`config.mk`:
```
export PLATFORM = sky130hd
export DESIGN_NAME = fsk_period_tone_detector
export DESIGN_NICKNAME = d
export VERILOG_FILES = /design/src/hdl/fsk_ptd_pkg.sv /design/src/hdl/fsk_period_tone_detector.sv /design/src/hdl/fsk_ptd_cfg.sv /design/src/hdl/fsk_ptd_classify.sv
export VERILOG_INCLUDE_DIRS = /design/src /design/src/hdl
export SDC_FILE = /design/constraint.sdc
export NUM_CORES = 1
export LEC_CHECK = 0
export BUFFER_PORTS_ARGS = -buffer_cell sky130_fd_sc_hd__buf_2
export CAP_MARGIN = 20
export CORE_MARGIN = 5
export CORE_UTILIZATION = 49
export CTS_BUF_LIST = sky130_fd_sc_hd__clkbuf_4 sky130_fd_sc_hd__clkbuf_8
export CTS_CLUSTER_DIAMETER = 150
export DETAILED_ROUTE_END_ITERATION = 10
export GPL_ROUTABILITY_DRIVEN = 0
export MAX_ROUTING_LAYER = met4
export PLACE_DENSITY = 0.69
export SYNTH_ARGS = -nofsm -noshare
export SYNTH_HDL_FRONTEND = slang
export SYNTH_SLANG_ARGS = --single-unit
```
`constraint.sdc`:
```
create_clock -name clk -period 10.7 [get_ports clk]
set_clock_uncertainty 0.15 [all_clocks]
set_input_delay 1.07 -clock clk [delete_from_list [all_inputs] [get_ports clk]]
set_output_delay 1.07 -clock clk [all_outputs]
set_load 0.1 [all_outputs]
```
`src/hdl/fsk_period_tone_detector_assert.svh`:
```
// assertion macros shared by the tone detector rtl
`ifndef FSK_PERIOD_TONE_DETECTOR_ASSERT_SVH
`define FSK_PERIOD_TONE_DETECTOR_ASSERT_SVH

// same-cycle implication, checked out of reset
`define FPTD_ASSERT_NOW(lbl, ante, cons, msg) \
  lbl: assert property (@(posedge clk) disable iff (!rst_n) (ante) |-> (cons)) else $error(msg);

// next-cycle implication, checked out of reset
`define FPTD_ASSERT_NEXT(lbl, ante, cons, msg) \
  lbl: assert property (@(posedge clk) disable iff (!rst_n) (ante) |=> (cons)) else $error(msg);

`endif

```
`src/hdl/fsk_ptd_pkg.sv`:
```
package fsk_ptd_pkg;

  // field widths
  localparam int unsigned CAP_W   = 16;
  localparam int unsigned VAL_W   = 16;
  localparam int unsigned CNT_W   = 4;
  localparam int unsigned OP_W    = 2;
  localparam int unsigned IDX_W   = 3;
  // signed difference: covers -65535 .. 131070 and the window bounds
  localparam int unsigned DIFF_W  = 19;

  localparam int unsigned COUNT_WIDTH_DEF = 16;

  // operation codes
  localparam logic [OP_W-1:0] OP_CAPTURE  = 2'd0;
  localparam logic [OP_W-1:0] OP_OVERFLOW = 2'd1;
  localparam logic [OP_W-1:0] OP_READ     = 2'd2;

  // register indexes
  localparam logic [IDX_W-1:0] REG_MARK_CENTER  = 3'd0;
  localparam logic [IDX_W-1:0] REG_SPACE_CENTER = 3'd1;
  localparam logic [IDX_W-1:0] REG_TOLERANCE    = 3'd2;
  localparam logic [IDX_W-1:0] REG_MARK_LIMIT   = 3'd3;
  localparam logic [IDX_W-1:0] REG_SPACE_LIMIT  = 3'd4;
  localparam logic [IDX_W-1:0] REG_WRAP         = 3'd5;
  localparam logic [IDX_W-1:0] REG_MARK_FREQ    = 3'd6;
  localparam logic [IDX_W-1:0] REG_SPACE_FREQ   = 3'd7;

  // register reset values
  localparam logic [VAL_W-1:0] RST_MARK_CENTER  = 16'd650;
  localparam logic [VAL_W-1:0] RST_SPACE_CENTER = 16'd325;
  localparam logic [VAL_W-1:0] RST_TOLERANCE    = 16'd100;
  localparam logic [CNT_W-1:0] RST_MARK_LIMIT   = 4'd2;
  localparam logic [CNT_W-1:0] RST_SPACE_LIMIT  = 4'd4;
  localparam logic [VAL_W-1:0] RST_WRAP         = 16'hFFFF;
  localparam logic [VAL_W-1:0] RST_MARK_FREQ    = 16'd1200;
  localparam logic [VAL_W-1:0] RST_SPACE_FREQ   = 16'd2400;

  typedef struct packed {
    logic [VAL_W-1:0] mark_center;
    logic [VAL_W-1:0] space_center;
    logic [VAL_W-1:0] window_tolerance;
    logic [CNT_W-1:0] mark_count_limit;
    logic [CNT_W-1:0] space_count_limit;
    logic [VAL_W-1:0] wrap_amount;
    logic [VAL_W-1:0] mark_frequency;
    logic [VAL_W-1:0] space_frequency;
  } cfg_t;

  // classifier verdict for one half-period
  typedef struct packed {
    logic             is_mark;
    logic             is_space;
    logic [VAL_W-1:0] period;
  } cls_t;

endpackage

```
`src/hdl/fsk_period_tone_detector.sv`:
```
// channel | dir | tdata (low bit up)                 | tuser
// in_     | in  | capture_value[15:0]                | operation[1:0]
// out_    | out | frequency[15:0], half_period[31:16] | ready_res
// cfg_    | in  | write: cfg_index selects, cfg_wdata | -
//
// one item per clock while out_tready stays high; the result is registered after
// the input register (input register, then result register); the state update and
// window test sit between those two registers in a single pass
// in_tready drops only while both the input register and the result register
// are full and out_tready is low
// rst_n is synchronous; reset clears the detector state and loads register
// defaults
module fsk_period_tone_detector #(
  parameter int unsigned COUNT_WIDTH = fsk_ptd_pkg::COUNT_WIDTH_DEF
) (
  input  logic                          clk,
  input  logic                          rst_n,
  input  logic                          in_tvalid,
  output logic                          in_tready,
  input  logic [15:0]                   in_tdata,   // capture_value[15:0]
  input  logic [fsk_ptd_pkg::OP_W-1:0]  in_tuser,   // operation[1:0]
  output logic                          out_tvalid,
  input  logic                          out_tready,
  output logic [31:0]                   out_tdata,  // frequency, half_period
  output logic                          out_tuser,  // ready_res
  input  logic                          cfg_we,
  input  logic [fsk_ptd_pkg::IDX_W-1:0] cfg_index,
  input  logic [fsk_ptd_pkg::VAL_W-1:0] cfg_wdata
);

`include "fsk_period_tone_detector_assert.svh"

  // captures are kept at the timer width, never above the field width
  localparam int unsigned CapW = (COUNT_WIDTH < fsk_ptd_pkg::CAP_W) ?
                                 COUNT_WIDTH : fsk_ptd_pkg::CAP_W;
  localparam int unsigned VW = fsk_ptd_pkg::VAL_W;
  localparam int unsigned CW = fsk_ptd_pkg::CNT_W;

  fsk_ptd_pkg::cfg_t cfg;
  fsk_ptd_pkg::cls_t cls;

  logic                         s1_valid_r;
  logic [fsk_ptd_pkg::OP_W-1:0] s1_op_r;
  logic [CapW-1:0]              s1_cap_r;
  logic                         s1_adv;
  logic                         in_fire;

  logic            have_first_r, have_first_nxt;
  logic [CapW-1:0] last_cap_r, last_cap_nxt;
  logic [CW-1:0]   mark_count_r, mark_count_nxt;
  logic [CW-1:0]   space_count_r, space_count_nxt;
  logic [CW-1:0]   mark_inc, space_inc;
  logic            ready_r, ready_nxt;
  logic [VW-1:0]   pub_freq_r, pub_freq_nxt;
  logic [VW-1:0]   pub_period_r, pub_period_nxt;

  logic            out_valid_r;
  logic [VW-1:0]   out_freq_r;
  logic [VW-1:0]   out_period_r;
  logic            out_ready_res_r;

  fsk_ptd_cfg u_cfg (
    .clk       (clk),
    .rst_n     (rst_n),
    .cfg_we    (cfg_we),
    .cfg_index (cfg_index),
    .cfg_wdata (cfg_wdata),
    .cfg       (cfg)
  );

  fsk_ptd_classify #(
    .CAP_BITS (CapW)
  ) u_classify (
    .cap      (s1_cap_r),
    .last_cap (last_cap_r),
    .cfg      (cfg),
    .cls      (cls)
  );

  // handshake: stage 1 moves on when the result slot is free or draining
  assign s1_adv    = s1_valid_r && (!out_valid_r || out_tready);
  assign in_tready = !s1_valid_r || s1_adv;
  assign in_fire   = in_tvalid && in_tready;

  // input register
  always_ff @(posedge clk) begin
    if (!rst_n) begin
      s1_valid_r <= 1'b0;
    end else if (in_tready) begin
      s1_valid_r <= in_tvalid;
    end
  end

  always_ff @(posedge clk) begin
    if (in_fire) begin
      s1_op_r  <= in_tuser;
      s1_cap_r <= in_tdata[CapW-1:0];
    end
  end

  // counter steps, 4-bit wrap
  assign mark_inc  = mark_count_r + CW'(1);
  assign space_inc = space_count_r + CW'(1);

  // detector state update for the item in stage 1
  always_comb begin
    have_first_nxt  = have_first_r;
    last_cap_nxt    = last_cap_r;
    mark_count_nxt  = mark_count_r;
    space_count_nxt = space_count_r;
    ready_nxt       = ready_r;
    pub_freq_nxt    = pub_freq_r;
    pub_period_nxt  = pub_period_r;
    case (s1_op_r)
      fsk_ptd_pkg::OP_CAPTURE: begin
        last_cap_nxt = s1_cap_r;
        if (!have_first_r) begin
          have_first_nxt = 1'b1;
        end else if (cls.is_mark) begin
          if (mark_count_r == '0) begin
            ready_nxt      = 1'b1;
            pub_freq_nxt   = cfg.mark_frequency;
            pub_period_nxt = cls.period;
          end
          mark_count_nxt  = (mark_inc == cfg.mark_count_limit) ? '0 : mark_inc;
          space_count_nxt = '0;
        end else if (cls.is_space) begin
          if (space_count_r == '0) begin
            ready_nxt      = 1'b1;
            pub_freq_nxt   = cfg.space_frequency;
            pub_period_nxt = cls.period;
          end
          space_count_nxt = (space_inc == cfg.space_count_limit) ? '0 : space_inc;
          mark_count_nxt  = '0;
        end
      end
      fsk_ptd_pkg::OP_READ: begin
        ready_nxt = 1'b0;
      end
      default: ;
    endcase
  end

  always_ff @(posedge clk) begin
    if (!rst_n) begin
      have_first_r  <= 1'b0;
      last_cap_r    <= '0;
      mark_count_r  <= '0;
      space_count_r <= '0;
      ready_r       <= 1'b0;
      pub_freq_r    <= '0;
      pub_period_r  <= '0;
    end else if (s1_adv) begin
      have_first_r  <= have_first_nxt;
      last_cap_r    <= last_cap_nxt;
      mark_count_r  <= mark_count_nxt;
      space_count_r <= space_count_nxt;
      ready_r       <= ready_nxt;
      pub_freq_r    <= pub_freq_nxt;
      pub_period_r  <= pub_period_nxt;
    end
  end

  // result register
  always_ff @(posedge clk) begin
    if (!rst_n) begin
      out_valid_r <= 1'b0;
    end else if (s1_adv) begin
      out_valid_r <= 1'b1;
    end else if (out_tready) begin
      out_valid_r <= 1'b0;
    end
  end

  always_ff @(posedge clk) begin
    if (s1_adv) begin
      out_freq_r      <= pub_freq_nxt;
      out_period_r    <= pub_period_nxt;
      out_ready_res_r <= ready_nxt;
    end
  end

  assign out_tvalid = out_valid_r;
  assign out_tdata  = {out_period_r, out_freq_r};
  assign out_tuser  = out_ready_res_r;

  // checks
  `FPTD_ASSERT_NOW(a_counts_exclusive, 1'b1,
                   (mark_count_r == '0) || (space_count_r == '0),
                   "mark and space counts both nonzero")
  `FPTD_ASSERT_NEXT(a_read_clears, s1_adv && (s1_op_r == fsk_ptd_pkg::OP_READ),
                    !out_ready_res_r, "read item left ready set")
  `FPTD_ASSERT_NEXT(a_pub_only_on_capture,
                    s1_adv && (s1_op_r != fsk_ptd_pkg::OP_CAPTURE),
                    $stable(pub_freq_r) && $stable(pub_period_r),
                    "publication changed without capture")
  `FPTD_ASSERT_NOW(a_ready_when_slot_free, !out_valid_r, in_tready,
                   "input stalled with empty result slot")

endmodule

```
`src/hdl/fsk_ptd_cfg.sv`:
```
module fsk_ptd_cfg (
  input  logic                          clk,
  input  logic                          rst_n,
  input  logic                          cfg_we,
  input  logic [fsk_ptd_pkg::IDX_W-1:0] cfg_index,
  input  logic [fsk_ptd_pkg::VAL_W-1:0] cfg_wdata,
  output fsk_ptd_pkg::cfg_t             cfg
);

  fsk_ptd_pkg::cfg_t cfg_r;

  // register file, written by index
  always_ff @(posedge clk) begin
    if (!rst_n) begin
      cfg_r.mark_center       <= fsk_ptd_pkg::RST_MARK_CENTER;
      cfg_r.space_center      <= fsk_ptd_pkg::RST_SPACE_CENTER;
      cfg_r.window_tolerance  <= fsk_ptd_pkg::RST_TOLERANCE;
      cfg_r.mark_count_limit  <= fsk_ptd_pkg::RST_MARK_LIMIT;
      cfg_r.space_count_limit <= fsk_ptd_pkg::RST_SPACE_LIMIT;
      cfg_r.wrap_amount       <= fsk_ptd_pkg::RST_WRAP;
      cfg_r.mark_frequency    <= fsk_ptd_pkg::RST_MARK_FREQ;
      cfg_r.space_frequency   <= fsk_ptd_pkg::RST_SPACE_FREQ;
    end else if (cfg_we) begin
      case (cfg_index)
        fsk_ptd_pkg::REG_MARK_CENTER:  cfg_r.mark_center      <= cfg_wdata;
        fsk_ptd_pkg::REG_SPACE_CENTER: cfg_r.space_center     <= cfg_wdata;
        fsk_ptd_pkg::REG_TOLERANCE:    cfg_r.window_tolerance <= cfg_wdata;
        fsk_ptd_pkg::REG_MARK_LIMIT:
          cfg_r.mark_count_limit <= cfg_wdata[fsk_ptd_pkg::CNT_W-1:0];
        fsk_ptd_pkg::REG_SPACE_LIMIT:
          cfg_r.space_count_limit <= cfg_wdata[fsk_ptd_pkg::CNT_W-1:0];
        fsk_ptd_pkg::REG_WRAP:         cfg_r.wrap_amount      <= cfg_wdata;
        fsk_ptd_pkg::REG_MARK_FREQ:    cfg_r.mark_frequency   <= cfg_wdata;
        fsk_ptd_pkg::REG_SPACE_FREQ:   cfg_r.space_frequency  <= cfg_wdata;
        default: ;
      endcase
    end
  end

  assign cfg = cfg_r;

endmodule

```
`src/hdl/fsk_ptd_classify.sv`:
```
module fsk_ptd_classify #(
  parameter int unsigned CAP_BITS = 16
) (
  input  logic [CAP_BITS-1:0] cap,
  input  logic [CAP_BITS-1:0] last_cap,
  input  fsk_ptd_pkg::cfg_t   cfg,
  output fsk_ptd_pkg::cls_t   cls
);

  localparam int unsigned DW = fsk_ptd_pkg::DIFF_W;

  logic signed [DW-1:0] diff;
  logic signed [DW-1:0] wrap_add;
  logic signed [DW-1:0] mark_lo;
  logic signed [DW-1:0] mark_hi;
  logic signed [DW-1:0] space_lo;
  logic signed [DW-1:0] space_hi;

  // half-period with wrap correction when the timer rolled over
  always_comb begin
    wrap_add = (cap < last_cap) ? DW'(cfg.wrap_amount) : '0;
    diff     = DW'(cap) - DW'(last_cap) + wrap_add;
  end

  // strict window bounds around each center
  always_comb begin
    mark_lo  = DW'(cfg.mark_center)  - DW'(cfg.window_tolerance);
    mark_hi  = DW'(cfg.mark_center)  + DW'(cfg.window_tolerance);
    space_lo = DW'(cfg.space_center) - DW'(cfg.window_tolerance);
    space_hi = DW'(cfg.space_center) + DW'(cfg.window_tolerance);
  end

  // mark has priority over space
  always_comb begin
    cls.is_mark  = (diff > mark_lo) && (diff < mark_hi);
    cls.is_space = !cls.is_mark && (diff > space_lo) && (diff < space_hi);
    cls.period   = diff[fsk_ptd_pkg::VAL_W-1:0];
  end

endmodule

```
==> out/metrics.csv <==
stage,metric,value,unit
floorplanning,height of the chip,183.5,microns
worst_setup_path,Worst path most repeated cell,o21ai_0,
cells_and_area,Layout fillers,2731,
floorplanning,Die ar.,0.03368,sq mm
routing,DRT Wirelength,41740,microns
timing,fmax,0.1084,GHz
cells_and_area,"Area growth, synth to finish",9.922,%
global_routing,vias in the first global route,12300,
clocking,postcts setup bufs,0,
yosys,Post-synth EDFFs,51,
worst_setup_path,"CP delay by family, top",compound AO/OA/AOI/OAI gates,
timing,Final min period,9224,ps
clocking,H-tree levels,2,
yosys,post-synthesis sequential area ratio,32.63,%
min_path,HP Class,reg2reg,
timing,slew at the pin with the worst max-slew slack,1143,ps
routing,number of DRC markers in iteration 0,950,
cells_and_area,fin cells,2224,
power_and_ir_drop,clock power share,31.0,%
power_and_ir_drop,Sequential Power Share,34.4,%
yosys,Synth area leaders,"dfxtp_1 22%, ha_1 13%, edfxtp_1 10%",
routing,Final ANT Viol Nets,0,
cells_and_area,layout cells sized above 1,12.06,%
worst_setup_path,CP startpoint,s1_cap_r[1],
power_and_ir_drop,P_int,1.625,mW
routing,vias per std cell,5.834,
cells_and_area,register area,0.004815,sq mm
worst_setup_path,CP Max Fanout,32,
yosys,"area leader, netlist",dfxtp_1,
global_routing,largest net degree at the start of global routing,96,
floorplanning,CORE AREA,0.02972,sq mm
worst_setup_path,Worst EP required,10830,ps
placed_design,DP Wirelength,30550,microns
yosys,cells after synthesis,1745,
min_path,min-delay src,pub_period_r[0],
flow_run,max cap viols,0,
cells_and_area,post-layout util,54.57,%
power_and_ir_drop,worst IR drop on VDD,0.0001417,V
clocking,hold buffer count at cts,0,
yosys,post-synthesis async set-or-reset flop share,0,%
worst_setup_path,Worst setup EP type,flop,
yosys,"Top FF cell, synth",dfxtp_1,
power_and_ir_drop,Pleak,6.687,nW
cells_and_area,# nets final,2009,
timing,Final Hold Vio Count,0,
yosys,Syn Nets,1949,
timing,final setup vio count,0,
yosys,syn avg cell area,8.455,sq um
placed_design,I/O Buffers,76,
clocking,clk slew on worst S/H paths,60,ps
floorplanning,Die Wd,183.5,microns
timing,Slew HR,23.27,%
worst_setup_path,CP Launch Type,flop,
clocking,TritonCTS Buffers,36,
clocking,deepest clock path buffer count,3,
timing,final worst-path cycle share,86.21,%
timing,sum of negative setup slack,0,ps
floorplanning,I/O pins,77,
power_and_ir_drop,switching power,0.9006,mW
power_and_ir_drop,Gate power share,34.6,%
routing,drt pass-1 iters,7,
worst_setup_path,slowest stage cell on the critical path,xnor2_1,
worst_setup_path,worst path buffer plus inverter count,2,
clocking,CTS tree,yes,
routing,DRC violations left,0,
power_and_ir_drop,sw frac,35.66,%
worst_setup_path,worst r2r src,s1_cap_r[1],
floorplanning,initial core utilization,49.65,%
placed_design,dpl cells,2156,
global_routing,initial antenna violation count,0,
power_and_ir_drop,pwr dens,155.7,mW/mm^2
yosys,register bit total from synthesis,215,
timing,Pins Over Slew Limit,0,
clocking,Resized cells post-CTS,0,
yosys,Yosys warning count,0,
cells_and_area,area of the multi-input gates,0.009253,sq mm
worst_setup_path,CP Class,reg2reg,
worst_setup_path,CP max stage delay,740,ps
clocking,clock root buffer,clkbuf_8,
run_status,status,finished clean,
routing,WL/cell,18.77,microns
routing,via count of the routed design,12970,
global_routing,GR Overflow Total,0,
cells_and_area,"commonest non-fill, non-tap cells in the layout","307 x nand2_1, 164 x dfxtp_1, 157 x a21oi_1",
cells_and_area,"most common cell after layout, fill and taps aside",nand2_1,
yosys,synth unique cells,91,
worst_setup_path,Worst EP arrival,9360,ps
timing,unrepaired setup endpoints after global routing,false,
global_routing,GRT Overall Usage,24.86,%
global_routing,first-pass GRT wire length,65650,microns
floorplanning,Cell Rows,63,
clocking,worst-skew pair later-pin latency,540,ps
power_and_ir_drop,total chip power,2.526,mW
clocking,Clock Sink Count,215,
yosys,Mapped Area,0.01475,sq mm
yosys,area fraction of the dominant cell type after synthesis,22.25,%
## state kept, by name (all words and copies together) (netlist names), 2 cells and up
signal and flops:
out_freq_r 16, space_count_r 4, last_cap_r 16, mark_count_r 4
out_period_r 16, s1_op_r 2, u_cfg.cfg 104, s1_cap_r 16
pub_period_r 16, pub_freq_r 16
## path summary, 6_finish.rpt
check	to	slack, ps	cells past startpoint
max	out_period_r[12]	1480	34
min	pub_period_r[0]	300	2
max reg2reg	out_period_r[12]	1480	34
min reg2reg	pub_period_r[0]	300	2
## synth_stat cells (16+ instances only)
cell / instances
xnor2_1: 60
o21ai_0: 59
nand2_1: 307
o211ai_1: 18
nand3_1: 59
inv_1: 92
nand2b_1: 32
edfxtp_1: 51
a21o_1: 26
ha_1: 156
xor2_1: 22
and2_1: 26
o221a_1: 16
nor2b_1: 17
dfxtp_1: 164
o21a_1: 27
nor3_1: 25
mux2i_1: 23
a21oi_1: 157
clkbuf_1: 54
nor2_1: 105
## through the flow
step | area (sq um) | worst slack (ps) | hold slack (ps)
final | 16220 | 1476 | 302.5
after global routing | 16220 | 958.2 | 321.0
after CTS | 16200 | 1607 | 305.8
after detailed placement | 15420 | 1629 | 297.0
after global placement | 15420 | 1992 | 291.7
after floorplan | 14750 | 3279 | 281.9
## cell type report
| type | instances | area share, % |
|---|---|---|
| flip-flops and latches | 215 | 29.69 |
| well taps | 390 | 3.009 |
| clock inverters | 6 | 0.4397 |
| multi-input cells | 1364 | 57.05 |
| clock buffers | 60 | 4.397 |
| diodes | 1 | 0.01543 |
| inverters | 93 | 2.152 |
| repair buffers | 95 | 3.248 |
## tightest hold or removal path, stage by stage, from the launching register on
cell	delay (ps)
dfxtp_1	300
nand2_1	50
mux2i_1	50
## power by group through the flow
stage	clock network [mW]	registers, mW	logic, mW
3_3_place_gp	0	0.887	0.837
4_1_cts	0.797	0.870	0.863
6_report	0.783	0.870	0.873
5_1_grt	0.837	0.872	0.949
3_5_place_dp	0	0.887	0.858
2_1_floorplan	0	0.924	0.577
## routing by layer
layer,global-route usage [%],share of wire [%],up-vias,wire length [microns]
li1,-,-,6296,-
met1,32.83,44,6153,18300
met2,39.58,46,452,19230
met3,3.087,6.8,73,2836
met4,8.641,3.3,0,1381
met5,-,0,-,0
## cells by family (layout without fill, tap and decap cells)
logic type,Yosys count,in the layout,synth area share [%]
buffers and inverters,166,254,4.791
flip-flops,215,215,32.63
XOR/XNOR,84,84,5.207
other,0,1,0
adder cells (fa/ha/maj),167,167,14.40
AND/OR/NAND/NOR,650,650,20.35
AO/OA/AOI/OAI,424,424,19.58
multiplexers,39,39,3.036
Power figures use the tool's default switching activity.
